==> config.mk <==
export PLATFORM = sky130hd
export DESIGN_NAME = encoder_index_gap_tracker_flat
export DESIGN_NICKNAME = d
export VERILOG_FILES = /design/src/rtl/eigt_pkg.sv /design/src/rtl/eigt_chan_if.sv /design/src/rtl/eigt_regs.sv /design/src/rtl/eigt_ctrl.sv /design/src/rtl/eigt_dp.sv /design/src/rtl/encoder_index_gap_tracker.sv /design/src/flat_wrapper.sv
export SDC_FILE = /design/constraint.sdc
export NUM_CORES = 1
export LEC_CHECK = 0
export ABC_AREA = 0
export BUFFER_PORTS_ARGS = -buffer_cell sky130_fd_sc_hd__buf_2
export CAP_MARGIN = 0
export CORE_UTILIZATION = 55
export CTS_BUF_LIST = sky130_fd_sc_hd__clkbuf_16
export DETAILED_ROUTE_END_ITERATION = 16
export PLACE_DENSITY = 0.72
export SLEW_MARGIN = 30
export SYNTH_ARGS = -nofsm -noshare
export SYNTH_HDL_FRONTEND = slang
export SYNTH_HIERARCHICAL = 1
export SYNTH_SLANG_ARGS = --single-unit
==> constraint.sdc <==
create_clock -name i_clk -period 4.85 [get_ports i_clk]
set_input_delay 0.2425 -clock i_clk [delete_from_list [all_inputs] [get_ports i_clk]]
set_output_delay 0.2425 -clock i_clk [all_outputs]
set_load 0.02 [all_outputs]
==> src/rtl/eigt_pkg.sv <==
// package for the encoder index gap tracker: widths, reset values, codes, types
// no dependencies
package eigt_pkg;

    localparam int HISTORY_DEPTH_DEF = 4;

    localparam int CAP_W      = 16;
    localparam int MS_W       = 32;
    localparam int CYC_W      = 32;
    localparam int HOLES_W    = 16;
    localparam int TMO_W      = 8;
    localparam int CPU_W      = 10;
    localparam int ROT_W      = 32;
    localparam int DIV_W      = 32;
    localparam int APB_ADDR_W = 4;
    localparam int APB_DATA_W = 32;

    localparam logic [HOLES_W-1:0] HOLES_RST = 16'd32;
    localparam logic [TMO_W-1:0]   TMO_RST   = 8'd5;
    localparam logic [CPU_W-1:0]   CPU_RST   = 10'd72;

    typedef enum logic [1:0] {
        REG_HOLES      = 2'd0,
        REG_TIMEOUT    = 2'd1,
        REG_CYC_PER_US = 2'd2
    } t_reg_idx;

    typedef enum logic {
        OP_CAPTURE = 1'b0,
        OP_TICK    = 1'b1
    } t_op;

    typedef struct packed {
        logic [HOLES_W-1:0] holes_per_turn;
        logic [TMO_W-1:0]   stop_timeout_ms;
        logic [CPU_W-1:0]   cycles_per_us;
    } t_cfg;

    typedef struct packed {
        logic               gap_found;
        logic [HOLES_W-1:0] event_number;
        logic [CAP_W-1:0]   period_ticks;
        logic               sync_fail;
        logic               mirror_stopped;
        logic [ROT_W-1:0]   rotation_period_us;
    } t_result;

    typedef enum logic [3:0] {
        S_IDLE,
        S_TICK,
        S_REC,
        S_AVG,
        S_CMP,
        S_GAP,
        S_ROT_RUN,
        S_ROT_END,
        S_OUT
    } t_state;

    typedef struct packed {
        logic take_item;
        logic tick;
        logic record;
        logic avg_start;
        logic compare;
        logic gap_apply;
        logic rot_store;
        logic out_load;
    } t_dp_cmd;

    typedef struct packed {
        logic div_busy;
        logic gap;
        logic out_free;
    } t_dp_status;

endpackage

==> src/rtl/eigt_chan_if.sv <==
// valid/ready channel interfaces for input items and results
// depends on eigt_pkg
interface eigt_in_if;
    logic                         valid;
    logic                         ready;
    logic                         operation;
    logic [eigt_pkg::CAP_W-1:0]   capture_value;
    logic [eigt_pkg::MS_W-1:0]    now_ms;
    logic [eigt_pkg::CYC_W-1:0]   now_cycles;

    modport source (output valid, operation, capture_value, now_ms, now_cycles, input ready);
    modport sink   (input valid, operation, capture_value, now_ms, now_cycles, output ready);
endinterface

interface eigt_out_if;
    logic                         valid;
    logic                         ready;
    logic                         gap_found;
    logic [eigt_pkg::HOLES_W-1:0] event_number;
    logic [eigt_pkg::CAP_W-1:0]   period_ticks;
    logic                         sync_fail;
    logic                         mirror_stopped;
    logic [eigt_pkg::ROT_W-1:0]   rotation_period_us;

    modport source (output valid, gap_found, event_number, period_ticks, sync_fail,
                    mirror_stopped, rotation_period_us, input ready);
    modport sink   (input valid, gap_found, event_number, period_ticks, sync_fail,
                    mirror_stopped, rotation_period_us, output ready);
endinterface

==> src/rtl/eigt_regs.sv <==
// apb configuration registers: holes per turn, stop timeout, cycles per microsecond
// depends on eigt_pkg
module eigt_regs (
    input  logic                            i_clk,
    input  logic                            i_rst_n,
    input  logic                            psel,
    input  logic                            penable,
    input  logic                            pwrite,
    input  logic [eigt_pkg::APB_ADDR_W-1:0] paddr,
    input  logic [eigt_pkg::APB_DATA_W-1:0] pwdata,
    output logic [eigt_pkg::APB_DATA_W-1:0] prdata,
    output logic                            pready,
    output eigt_pkg::t_cfg                  o_cfg
);

    eigt_pkg::t_cfg r_cfg;
    logic [1:0]     w_index;
    logic           w_write;

    assign pready  = 1'b1;
    assign w_index = paddr[eigt_pkg::APB_ADDR_W-1:2];
    assign w_write = psel && penable && pwrite && pready;
    assign o_cfg   = r_cfg;

    always_ff @(posedge i_clk) begin
        if (!i_rst_n) begin
            r_cfg.holes_per_turn  <= eigt_pkg::HOLES_RST;
            r_cfg.stop_timeout_ms <= eigt_pkg::TMO_RST;
            r_cfg.cycles_per_us   <= eigt_pkg::CPU_RST;
        end else if (w_write) begin
            case (w_index)
                eigt_pkg::REG_HOLES: begin
                    r_cfg.holes_per_turn <= pwdata[eigt_pkg::HOLES_W-1:0];
                end
                eigt_pkg::REG_TIMEOUT: begin
                    r_cfg.stop_timeout_ms <= pwdata[eigt_pkg::TMO_W-1:0];
                end
                eigt_pkg::REG_CYC_PER_US: begin
                    r_cfg.cycles_per_us <= pwdata[eigt_pkg::CPU_W-1:0];
                end
                default: begin
                end
            endcase
        end
    end

    always_comb begin
        case (w_index)
            eigt_pkg::REG_HOLES: begin
                prdata = eigt_pkg::APB_DATA_W'(r_cfg.holes_per_turn);
            end
            eigt_pkg::REG_TIMEOUT: begin
                prdata = eigt_pkg::APB_DATA_W'(r_cfg.stop_timeout_ms);
            end
            eigt_pkg::REG_CYC_PER_US: begin
                prdata = eigt_pkg::APB_DATA_W'(r_cfg.cycles_per_us);
            end
            default: begin
                prdata = '0;
            end
        endcase
    end

endmodule

==> src/rtl/eigt_ctrl.sv <==
// controller state machine: sequences tick, record, average, compare, gap divide and output
// depends on eigt_pkg
module eigt_ctrl (
    input  logic                 i_clk,
    input  logic                 i_rst_n,
    input  logic                 i_in_valid,
    input  logic                 i_in_op,
    input  eigt_pkg::t_dp_status i_status,
    output logic                 o_in_ready,
    output eigt_pkg::t_dp_cmd    o_cmd
);

    eigt_pkg::t_state r_state;
    eigt_pkg::t_state n_state;

    always_ff @(posedge i_clk) begin
        if (!i_rst_n) begin
            r_state <= eigt_pkg::S_IDLE;
        end else begin
            r_state <= n_state;
        end
    end

    always_comb begin
        n_state = r_state;
        case (r_state)
            eigt_pkg::S_IDLE: begin
                if (i_in_valid) begin
                    n_state = (i_in_op == eigt_pkg::OP_TICK) ? eigt_pkg::S_TICK
                                                             : eigt_pkg::S_REC;
                end
            end
            eigt_pkg::S_TICK:    n_state = eigt_pkg::S_OUT;
            eigt_pkg::S_REC:     n_state = eigt_pkg::S_AVG;
            eigt_pkg::S_AVG:     n_state = eigt_pkg::S_CMP;
            eigt_pkg::S_CMP: begin
                n_state = i_status.gap ? eigt_pkg::S_GAP : eigt_pkg::S_OUT;
            end
            eigt_pkg::S_GAP:     n_state = eigt_pkg::S_ROT_RUN;
            eigt_pkg::S_ROT_RUN: begin
                if (!i_status.div_busy) begin
                    n_state = eigt_pkg::S_ROT_END;
                end
            end
            eigt_pkg::S_ROT_END: n_state = eigt_pkg::S_OUT;
            eigt_pkg::S_OUT: begin
                if (i_status.out_free) begin
                    n_state = eigt_pkg::S_IDLE;
                end
            end
            default:             n_state = eigt_pkg::S_IDLE;
        endcase
    end

    always_comb begin
        o_in_ready = 1'b0;
        o_cmd      = '0;
        case (r_state)
            eigt_pkg::S_IDLE: begin
                o_in_ready      = 1'b1;
                o_cmd.take_item = i_in_valid;
            end
            eigt_pkg::S_TICK:    o_cmd.tick      = 1'b1;
            eigt_pkg::S_REC:     o_cmd.record    = 1'b1;
            eigt_pkg::S_AVG:     o_cmd.avg_start = 1'b1;
            eigt_pkg::S_CMP:     o_cmd.compare   = 1'b1;
            eigt_pkg::S_GAP:     o_cmd.gap_apply = 1'b1;
            eigt_pkg::S_ROT_END: o_cmd.rot_store = 1'b1;
            eigt_pkg::S_OUT:     o_cmd.out_load  = i_status.out_free;
            default: begin
            end
        endcase
    end

endmodule

==> src/rtl/eigt_dp.sv <==
// datapath: tracker state, period history with running sum and reciprocal average,
// bit-serial divider for the rotation period, result register; depends on eigt_pkg
module eigt_dp #(
    parameter int HISTORY_DEPTH = eigt_pkg::HISTORY_DEPTH_DEF
) (
    input  logic                         i_clk,
    input  logic                         i_rst_n,
    input  eigt_pkg::t_cfg               i_cfg,
    input  eigt_pkg::t_dp_cmd            i_cmd,
    output eigt_pkg::t_dp_status         o_status,
    input  logic [eigt_pkg::CAP_W-1:0]   i_capture_value,
    input  logic [eigt_pkg::MS_W-1:0]    i_now_ms,
    input  logic [eigt_pkg::CYC_W-1:0]   i_now_cycles,
    output logic                         o_res_valid,
    output eigt_pkg::t_result            o_res,
    input  logic                         i_res_ready
);

    localparam int SLOT_W = $clog2(HISTORY_DEPTH);
    localparam int SUM_W  = eigt_pkg::CAP_W + SLOT_W;
    localparam int CNT_W  = $clog2(eigt_pkg::DIV_W + 1);
    localparam int CMP_W  = eigt_pkg::CAP_W + 3;
    localparam int DW     = eigt_pkg::DIV_W;

    // floor(sum / HISTORY_DEPTH) as (sum * ceil(2^sh / depth)) >> sh
    localparam int     RECIP_SH  = SUM_W + SLOT_W;
    localparam int     RECIP_W   = SUM_W + 1;
    localparam int     PROD_W    = SUM_W + RECIP_W;
    localparam longint RECIP_VAL = ((longint'(1) << RECIP_SH) + longint'(HISTORY_DEPTH) - 1)
                                   / longint'(HISTORY_DEPTH);
    localparam logic [RECIP_W-1:0] RECIP_M = RECIP_W'(RECIP_VAL);

    logic [eigt_pkg::CAP_W-1:0]   r_cap;
    logic [eigt_pkg::MS_W-1:0]    r_now_ms;
    logic [eigt_pkg::CYC_W-1:0]   r_now_cyc;
    logic [eigt_pkg::CAP_W-1:0]   r_period;
    logic                         r_gap;
    logic [eigt_pkg::CAP_W-1:0]   r_avg;

    logic [eigt_pkg::CAP_W-1:0]   r_last_capture;
    logic [eigt_pkg::CAP_W-1:0]   r_hist [HISTORY_DEPTH];
    logic [SLOT_W-1:0]            r_slot;
    logic [SUM_W-1:0]             r_sum;
    logic [eigt_pkg::HOLES_W-1:0] r_hole_count;
    logic [eigt_pkg::MS_W-1:0]    r_last_event_ms;
    logic [eigt_pkg::CYC_W-1:0]   r_last_gap_cycles;
    logic                         r_sync_fail;
    logic                         r_stopped;
    logic [eigt_pkg::ROT_W-1:0]   r_rotation;

    logic [DW-1:0]                r_rem;
    logic [DW-1:0]                r_quo;
    logic [DW-1:0]                r_div;
    logic [CNT_W-1:0]             r_div_cnt;

    eigt_pkg::t_result            r_res;
    logic                         r_res_valid;

    logic [eigt_pkg::CAP_W-1:0]   w_period;
    logic [DW:0]                  w_trial;
    logic [DW+1:0]                w_diff;
    logic                         w_ge;
    logic [PROD_W-1:0]            w_prod;
    logic [eigt_pkg::CAP_W-1:0]   w_avg;
    logic [CMP_W-1:0]             w_lhs;
    logic [CMP_W-1:0]             w_rhs;
    logic                         w_gap;
    logic                         w_out_free;

    assign w_period = r_cap - r_last_capture;

    // restoring divider step
    assign w_trial = {r_rem, r_quo[DW-1]};
    assign w_diff  = {1'b0, w_trial} - {2'b00, r_div};
    assign w_ge    = !w_diff[DW+1];

    assign w_prod = PROD_W'(r_sum) * PROD_W'(RECIP_M);
    assign w_avg  = w_prod[RECIP_SH +: eigt_pkg::CAP_W];
    assign w_lhs  = CMP_W'({r_period, 2'b00});
    assign w_rhs  = CMP_W'({r_avg, 2'b00}) + CMP_W'(r_avg);
    assign w_gap  = (w_lhs >= w_rhs);

    assign w_out_free = !r_res_valid || i_res_ready;

    assign o_status.div_busy = (r_div_cnt != '0);
    assign o_status.gap      = w_gap;
    assign o_status.out_free = w_out_free;
    assign o_res_valid       = r_res_valid;
    assign o_res             = r_res;

    always_ff @(posedge i_clk) begin
        if (i_cmd.take_item) begin
            r_cap     <= i_capture_value;
            r_now_ms  <= i_now_ms;
            r_now_cyc <= i_now_cycles;
            r_period  <= '0;
            r_gap     <= 1'b0;
        end else begin
            if (i_cmd.record) begin
                r_period <= w_period;
            end
            if (i_cmd.avg_start) begin
                r_avg <= w_avg;
            end
            if (i_cmd.compare) begin
                r_gap <= w_gap;
            end
        end
    end

    always_ff @(posedge i_clk) begin
        if (!i_rst_n) begin
            r_last_capture    <= '0;
            for (int i = 0; i < HISTORY_DEPTH; i++) begin
                r_hist[i] <= '0;
            end
            r_slot            <= '0;
            r_sum             <= '0;
            r_hole_count      <= '0;
            r_last_event_ms   <= '0;
            r_last_gap_cycles <= '0;
            r_sync_fail       <= 1'b0;
            r_stopped         <= 1'b0;
            r_rotation        <= '0;
        end else begin
            if (i_cmd.record) begin
                r_last_capture  <= r_cap;
                r_hist[r_slot]  <= w_period;
                r_sum           <= r_sum - SUM_W'(r_hist[r_slot]) + SUM_W'(w_period);
                r_hole_count    <= r_hole_count + 1'b1;
                r_last_event_ms <= r_now_ms;
                if (r_slot == SLOT_W'(HISTORY_DEPTH - 1)) begin
                    r_slot <= '0;
                end else begin
                    r_slot <= r_slot + 1'b1;
                end
            end
            if (i_cmd.gap_apply) begin
                r_sync_fail       <= (r_hole_count != i_cfg.holes_per_turn);
                r_hole_count      <= eigt_pkg::HOLES_W'(1);
                r_last_gap_cycles <= r_now_cyc;
            end
            if (i_cmd.rot_store) begin
                r_rotation <= r_quo;
            end
            if (i_cmd.tick) begin
                r_stopped <= ((r_now_ms - r_last_event_ms) >
                              eigt_pkg::MS_W'(i_cfg.stop_timeout_ms));
            end
        end
    end

    // divider operands: elapsed cycles over cycles_per_us
    always_ff @(posedge i_clk) begin
        if (!i_rst_n) begin
            r_div_cnt <= '0;
        end else if (i_cmd.gap_apply) begin
            r_div_cnt <= CNT_W'(DW);
        end else if (r_div_cnt != '0) begin
            r_div_cnt <= r_div_cnt - 1'b1;
        end
    end

    always_ff @(posedge i_clk) begin
        if (i_cmd.gap_apply) begin
            r_rem <= '0;
            r_quo <= r_now_cyc - r_last_gap_cycles;
            r_div <= DW'(i_cfg.cycles_per_us);
        end else if (r_div_cnt != '0) begin
            r_rem <= w_ge ? w_diff[DW-1:0] : w_trial[DW-1:0];
            r_quo <= {r_quo[DW-2:0], w_ge};
        end
    end

    always_ff @(posedge i_clk) begin
        if (!i_rst_n) begin
            r_res_valid <= 1'b0;
        end else if (i_cmd.out_load) begin
            r_res_valid <= 1'b1;
        end else if (i_res_ready) begin
            r_res_valid <= 1'b0;
        end
    end

    always_ff @(posedge i_clk) begin
        if (i_cmd.out_load) begin
            r_res.gap_found          <= r_gap;
            r_res.event_number       <= r_hole_count;
            r_res.period_ticks       <= r_period;
            r_res.sync_fail          <= r_sync_fail;
            r_res.mirror_stopped     <= r_stopped;
            r_res.rotation_period_us <= r_rotation;
        end
    end

endmodule

==> src/rtl/encoder_index_gap_tracker.sv <==
// a tick beat passes S_TICK and S_OUT after acceptance, a capture beat S_REC, S_AVG, S_CMP
// and S_OUT, an index gap also S_GAP, S_ROT_RUN and S_ROT_END; a stalled earlier result adds its wait
// the gap path runs the bit-serial divider for the rotation period: 32 steps
// one beat at a time: input ready is raised only in the idle state, which follows the result load
// reset: synchronous active-low i_rst_n clears history, counters, flags and config defaults
module encoder_index_gap_tracker #(
    parameter int HISTORY_DEPTH = eigt_pkg::HISTORY_DEPTH_DEF
) (
    input  logic                            i_clk,
    input  logic                            i_rst_n,
    eigt_in_if.sink                         i_in,
    eigt_out_if.source                      o_out,
    input  logic                            psel,
    input  logic                            penable,
    input  logic                            pwrite,
    input  logic [eigt_pkg::APB_ADDR_W-1:0] paddr,
    input  logic [eigt_pkg::APB_DATA_W-1:0] pwdata,
    output logic [eigt_pkg::APB_DATA_W-1:0] prdata,
    output logic                            pready
);

    eigt_pkg::t_cfg       w_cfg;
    eigt_pkg::t_dp_cmd    w_cmd;
    eigt_pkg::t_dp_status w_status;
    eigt_pkg::t_result    w_res;
    logic                 w_in_ready;
    logic                 w_res_valid;

    eigt_regs u_regs (
        .i_clk   (i_clk),
        .i_rst_n (i_rst_n),
        .psel    (psel),
        .penable (penable),
        .pwrite  (pwrite),
        .paddr   (paddr),
        .pwdata  (pwdata),
        .prdata  (prdata),
        .pready  (pready),
        .o_cfg   (w_cfg)
    );

    eigt_ctrl u_ctrl (
        .i_clk      (i_clk),
        .i_rst_n    (i_rst_n),
        .i_in_valid (i_in.valid),
        .i_in_op    (i_in.operation),
        .i_status   (w_status),
        .o_in_ready (w_in_ready),
        .o_cmd      (w_cmd)
    );

    eigt_dp #(
        .HISTORY_DEPTH (HISTORY_DEPTH)
    ) u_dp (
        .i_clk           (i_clk),
        .i_rst_n         (i_rst_n),
        .i_cfg           (w_cfg),
        .i_cmd           (w_cmd),
        .o_status        (w_status),
        .i_capture_value (i_in.capture_value),
        .i_now_ms        (i_in.now_ms),
        .i_now_cycles    (i_in.now_cycles),
        .o_res_valid     (w_res_valid),
        .o_res           (w_res),
        .i_res_ready     (o_out.ready)
    );

    assign i_in.ready               = w_in_ready;
    assign o_out.valid              = w_res_valid;
    assign o_out.gap_found          = w_res.gap_found;
    assign o_out.event_number       = w_res.event_number;
    assign o_out.period_ticks       = w_res.period_ticks;
    assign o_out.sync_fail          = w_res.sync_fail;
    assign o_out.mirror_stopped     = w_res.mirror_stopped;
    assign o_out.rotation_period_us = w_res.rotation_period_us;

endmodule

==> src/flat_wrapper.sv <==
// flat-port wrapper written by rule: the top's interface ports become plain ports
module encoder_index_gap_tracker_flat 
#(
    parameter int HISTORY_DEPTH = eigt_pkg::HISTORY_DEPTH_DEF
)
  (i_clk, i_rst_n, psel, penable, pwrite, paddr, pwdata, prdata, pready, i_in_valid, i_in_operation, i_in_capture_value, i_in_now_ms, i_in_now_cycles, i_in_ready, o_out_valid, o_out_gap_found, o_out_event_number, o_out_period_ticks, o_out_sync_fail, o_out_mirror_stopped, o_out_rotation_period_us, o_out_ready);
  eigt_in_if i_in_i ();
  eigt_out_if o_out_i ();
  input  logic i_clk;
  input  logic i_rst_n;
  input  logic psel;
  input  logic penable;
  input  logic pwrite;
  input  logic [eigt_pkg::APB_ADDR_W-1:0] paddr;
  input  logic [eigt_pkg::APB_DATA_W-1:0] pwdata;
  output logic [eigt_pkg::APB_DATA_W-1:0] prdata;
  output logic pready;
  input wire logic [$bits(i_in_i.valid)-1:0] i_in_valid;
  input wire logic [$bits(i_in_i.operation)-1:0] i_in_operation;
  input wire logic [$bits(i_in_i.capture_value)-1:0] i_in_capture_value;
  input wire logic [$bits(i_in_i.now_ms)-1:0] i_in_now_ms;
  input wire logic [$bits(i_in_i.now_cycles)-1:0] i_in_now_cycles;
  output wire logic [$bits(i_in_i.ready)-1:0] i_in_ready;
  output wire logic [$bits(o_out_i.valid)-1:0] o_out_valid;
  output wire logic [$bits(o_out_i.gap_found)-1:0] o_out_gap_found;
  output wire logic [$bits(o_out_i.event_number)-1:0] o_out_event_number;
  output wire logic [$bits(o_out_i.period_ticks)-1:0] o_out_period_ticks;
  output wire logic [$bits(o_out_i.sync_fail)-1:0] o_out_sync_fail;
  output wire logic [$bits(o_out_i.mirror_stopped)-1:0] o_out_mirror_stopped;
  output wire logic [$bits(o_out_i.rotation_period_us)-1:0] o_out_rotation_period_us;
  input wire logic [$bits(o_out_i.ready)-1:0] o_out_ready;
  assign i_in_i.valid = i_in_valid;
  assign i_in_i.operation = i_in_operation;
  assign i_in_i.capture_value = i_in_capture_value;
  assign i_in_i.now_ms = i_in_now_ms;
  assign i_in_i.now_cycles = i_in_now_cycles;
  assign i_in_ready = i_in_i.ready;
  assign o_out_valid = o_out_i.valid;
  assign o_out_gap_found = o_out_i.gap_found;
  assign o_out_event_number = o_out_i.event_number;
  assign o_out_period_ticks = o_out_i.period_ticks;
  assign o_out_sync_fail = o_out_i.sync_fail;
  assign o_out_mirror_stopped = o_out_i.mirror_stopped;
  assign o_out_rotation_period_us = o_out_i.rotation_period_us;
  assign o_out_i.ready = o_out_ready;
  encoder_index_gap_tracker #(.HISTORY_DEPTH(HISTORY_DEPTH)) u_core (.i_clk(i_clk), .i_rst_n(i_rst_n), .i_in(i_in_i), .o_out(o_out_i), .psel(psel), .penable(penable), .pwrite(pwrite), .paddr(paddr), .pwdata(pwdata), .prdata(prdata), .pready(pready));
endmodule
==> flow_results.xml <==
<?xml version="1.0" encoding="UTF-8"?>
<metrics>
  <group name="grt">
    <metric name="grt_first_pass_wirelength" unit="mm">96.4</metric>
    <metric name="vias_in_the_first_global_route" unit="">18900</metric>
    <metric name="grt_antenna_before_repair" unit="">2</metric>
    <metric name="grt_use_total" unit="%">24.2</metric>
    <metric name="pin_count_of_the_biggest_net_entering_global_routing" unit="">112</metric>
    <metric name="overflow" unit="">0</metric>
  </group>
  <group name="finish">
    <metric name="area_added_between_synthesis_and_finish" unit="%">16.2</metric>
    <metric name="multi_input_comb_area" unit="um^2">12500</metric>
    <metric name="final-seq-area" unit="um^2">13000</metric>
    <metric name="final_cell_area" unit="um^2">30900</metric>
    <metric name="nFillCells" unit="">3686</metric>
    <metric name="drive_above_1_share" unit="%">13.7</metric>
    <metric name="final_net_count" unit="">3095</metric>
    <metric name="antenna_cells" unit="">0</metric>
    <metric name="leading_cell_types_in_the_layout_fill_and_taps_excluded" unit="">edfxtp_1, dfxtp_1, inv_1</metric>
    <metric name="most_common_cell_after_layout_fill_and_taps_aside" unit="">edfxtp_1</metric>
  </group>
  <group name="clocking">
    <metric name="cts_root_buf" unit="">clkbuf_16</metric>
    <metric name="maximum_clock_insertion_buffer_count" unit="">3</metric>
    <metric name="ctsHtreeMaxLevel" unit="">2</metric>
    <metric name="tritoncts.num_buffers" unit="">54</metric>
    <metric name="worst_skew_pair.late_latency" unit="ns">0.60</metric>
    <metric name="cts_num_sinks" unit="">515</metric>
    <metric name="worst_setup_hold_path_clk_slew" unit="ns">0.06</metric>
    <metric name="tritoncts" unit="">done</metric>
    <metric name="post_cts_buffers" unit="">0</metric>
  </group>
  <group name="power">
    <metric name="total_leakage_power" unit="nW">11.7</metric>
    <metric name="ir_drop" unit="mV">0.318</metric>
    <metric name="finalPower" unit="mW">13.1</metric>
    <metric name="cellPowerDensity" unit="nW/um^2">425</metric>
  </group>
  <group name="critical_path">
    <metric name="worst-setup-path-type" unit="">flip-flop to flip-flop</metric>
    <metric name="register_to_register_setup_slack" unit="ns">0.23</metric>
    <metric name="reg2reg_from" unit="">u_core/u_dp/r_cap[0]</metric>
    <metric name="cpPeakStageDelay" unit="ns">0.53</metric>
    <metric name="crit_path_cell_trace" unit="">inv_1 -&gt; ha_1 -&gt; fa_2 -&gt; nor2b_1 -&gt; o21ai_0 -&gt; a21boi_1 -&gt; o21ai_1 -&gt; buf_4 -&gt; a21oi_1 -&gt; a21oi_1 -&gt; xor2_2 -&gt; fa_1 -&gt; inv_1 -&gt; ha_1 -&gt; nor2_1 -&gt; nand2_1 -&gt; o211ai_1 -&gt; a21oi_2 -&gt; nor4_4 -&gt; o311ai_2 -&gt; xnor2_1 -&gt; or3_1 -&gt; a21boi_0</metric>
    <metric name="critPathLaunchType" unit="">flip-flop</metric>
    <metric name="reg2regPathDepth" unit="">23</metric>
    <metric name="worst_path_cell_with_the_longest_stage_delay" unit="">fa_1</metric>
    <metric name="crit_path_end_kind" unit="">flip-flop</metric>
    <metric name="critical-path-top-delay-family" unit="">adder cells</metric>
    <metric name="timing.critical_path.required" unit="ns">5.36</metric>
    <metric name="critical_path_arrival" unit="ns">5.12</metric>
    <metric name="crit_fanout" unit="">4</metric>
    <metric name="crit_buf_inv" unit="">3</metric>
    <metric name="reg2reg_to" unit="">u_core/u_dp/r_sum[17]</metric>
  </group>
  <group name="place">
    <metric name="place.port_buffers" unit="">190</metric>
    <metric name="post_dp_cell_area" unit="um^2">28200</metric>
    <metric name="dpl_worst_slack" unit="ns">0.0271</metric>
    <metric name="hpwl" unit="mm">41.0</metric>
    <metric name="gpl.final_weighted_congestion" unit="">0.892</metric>
  </group>
  <group name="timing">
    <metric name="fin_worst_skew" unit="ns">0.0277</metric>
    <metric name="tightest_slew" unit="ns">0.889</metric>
    <metric name="relSlewSlack" unit="%">40.7</metric>
    <metric name="setup_total_negative_slack" unit="ns">0</metric>
    <metric name="setup_slack_of_the_critical_path_after_layout" unit="ns">0.234</metric>
    <metric name="setup_viol" unit="">0</metric>
    <metric name="achievable-frequency" unit="MHz">217</metric>
    <metric name="drv_slew" unit="">0</metric>
    <metric name="post-route-min-period" unit="ns">4.62</metric>
    <metric name="timing.final.hold_violations" unit="">0</metric>
    <metric name="final.period_utilization" unit="%">95.2</metric>
  </group>
  <group name="routing">
    <metric name="wire_per_inst" unit="um">17.4</metric>
    <metric name="drcViolationCount" unit="">0</metric>
    <metric name="route.vias.total" unit="">19400</metric>
    <metric name="drt-pass1-iter-count" unit="">6</metric>
    <metric name="totalWireLength" unit="mm">60.3</metric>
    <metric name="final_antenna_net_count" unit="">0</metric>
    <metric name="detail_route.iter0.violations" unit="">1461</metric>
    <metric name="vias_per_cell" unit="">5.59</metric>
  </group>
  <group name="floorplan">
    <metric name="rows" unit="">80</metric>
    <metric name="dieArea" unit="um^2">49300</metric>
    <metric name="io-pin-count" unit="">226</metric>
    <metric name="floorplan.initialDensity" unit="%">55.8</metric>
    <metric name="die_height" unit="um">222</metric>
    <metric name="die_width" unit="um">222</metric>
    <metric name="core_area" unit="um^2">47700</metric>
  </group>
  <group name="yosys">
    <metric name="yosys_warnings" unit="">6</metric>
    <metric name="synthCells" unit="">2523</metric>
    <metric name="synth_area" unit="um^2">26600</metric>
    <metric name="synth_ff_type" unit="">edfxtp_1</metric>
    <metric name="synthArstFlopShare" unit="%">0</metric>
    <metric name="yosysUniqueCellTypes" unit="">78</metric>
    <metric name="ys_seq_elements" unit="">515</metric>
    <metric name="synth_enable_flop_cells" unit="">269</metric>
    <metric name="synthesized_area_divided_by_synthesized_cell_count" unit="um^2">10.6</metric>
    <metric name="synth_sequential_area_ratio" unit="%">48.8</metric>
  </group>
  <group name="min_path">
    <metric name="min_delay_endpoint" unit="">u_core/u_dp/o_res_valid</metric>
    <metric name="min-delay-path-class" unit="">input pin to flip-flop</metric>
    <metric name="hp-start" unit="">o_out_ready</metric>
    <metric name="worst_hold_path.num_cells" unit="">3</metric>
  </group>
  <group name="flow_run">
    <metric name="drv_cap" unit="">0</metric>
  </group>
  <group name="outcome">
    <metric name="status" unit="">finished clean</metric>
  </group>
</metrics>
-- how the worst max path moves through the flow --
stage / startpoint / end / slack, ns / cells after the start
after global placement: u_core/u_dp/r_cap[0] / u_core/u_dp/r_sum[17] / 0.14 / 23
after detailed placement: u_core/u_dp/r_cap[0] / u_core/u_dp/r_sum[17] / 0.03 / 23
after CTS: u_core/u_dp/r_cap[0] / u_core/u_dp/r_sum[17] / 0.002 / 23
after floorplan: u_core/u_dp/r_cap[0] / u_core/u_dp/r_sum[16] / 0.42 / 22
final: u_core/u_dp/r_cap[0] / u_core/u_dp/r_sum[17] / 0.23 / 23
after global routing: u_core/u_dp/r_cap[0] / u_core/u_dp/r_sum[17] / -0.02 / 23
-- worst min-delay path, stage by stage --
cell and delay [ns]:
buf_2 0.07, nand2b_1 0.22, a21boi_0 0.12
-- per-layer routing --
| layer | share of wire [%] | track usage (%) |
|---|---|---|
| met5 | 0.036 | 0 |
| met4 | 2.0 | 6.59 |
| met3 | 5.2 | 3.43 |
| met2 | 47 | 40.0 |
| met1 | 46 | 33.2 |
-- through the flow --
stage	utilization, %	hold slack [ns]	instances
3_5_place_dp	59.0	0.418	3265
5_1_grt	64.8	0.0966	3463
4_1_cts	64.5	0.0602	3461
6_report	64.8	0.102	3463
2_1_floorplan	-	0.341	2538
3_3_place_gp	59.0	0.410	3264
-- area by class of cell --
cell class	instances	share of cell area [%]
sequential	515	42.0
multi-input combinational	1703	40.4
timing repair buffer	324	7.28
clock buffer	55	4.45
inverter	206	2.50
tap	615	2.49
clock inverter	45	0.865
-- power by group --
part           leakage [nW]  internal, mW  switching (mW)  total (mW)
Clock                 0.862          2.16            1.70        3.86
Sequential             4.57          5.13           0.317        5.45
Combinational          6.27          1.62            2.21        3.83
Total                  11.7          8.91            4.23        13.1
-- kinds of logic (layout without fill, tap and decap cells) --
group,count (synthesis),count (layout),synth area share (%)
AO/OA/AOI/OAI,436,436,10.8
other,2,17,0.0282
adder cells (fa/ha/maj),167,167,8.44
flip-flops,515,515,48.8
AND/OR/NAND/NOR,751,751,14.2
XOR/XNOR,122,122,4.01
buffers and inverters,320,630,4.94
multiplexers,210,210,8.76
-- flip-flops by register name, summed over array words and instances (netlist names), 2 cells and up, named ones only --
name / flops
u_core/u_ctrl/r_state: 4
u_core/u_dp/o_res: 67
u_core/u_dp/r_avg: 16
u_core/u_dp/r_cap: 16
u_core/u_dp/r_div: 10
u_core/u_dp/r_div_cnt: 6
u_core/u_dp/r_hist: 64
u_core/u_dp/r_hole_count: 16
u_core/u_dp/r_last_capture: 16
u_core/u_dp/r_last_event_ms: 32
u_core/u_dp/r_last_gap_cycles: 32
u_core/u_dp/r_now_cyc: 32
u_core/u_dp/r_now_ms: 32
u_core/u_dp/r_period: 16
u_core/u_dp/r_quo: 32
u_core/u_dp/r_rem: 32
u_core/u_dp/r_rotation: 32
u_core/u_dp/r_slot: 2
u_core/u_dp/r_sum: 18
u_core/u_regs/o_cfg: 34
-- cell usage after synthesis (46+ instances only) --
master    count  area (um^2)
edfxtp_1    269         8080
dfxtp_1     246         4920
inv_1       204          766
nor2_1      204          766
mux2i_1     169         1690
ha_1        146         1830
nand2_1     144          541
nor2b_1     140          876
a21oi_1     100          500
o21ai_0      95          475
xnor2_1      83          727
clkbuf_1     73          274
a211oi_1     49          368
nor3_1       49          245
nand3_1      46          230
-- repair_timing --
action / CTS / global route
hold buffers: 96 / 0
gates resized for setup: 0 / 22
endpoints found under the setup margin: 0 / 7
endpoints found under the hold margin: 114 / 0
(Power assumes the default switching activity.)
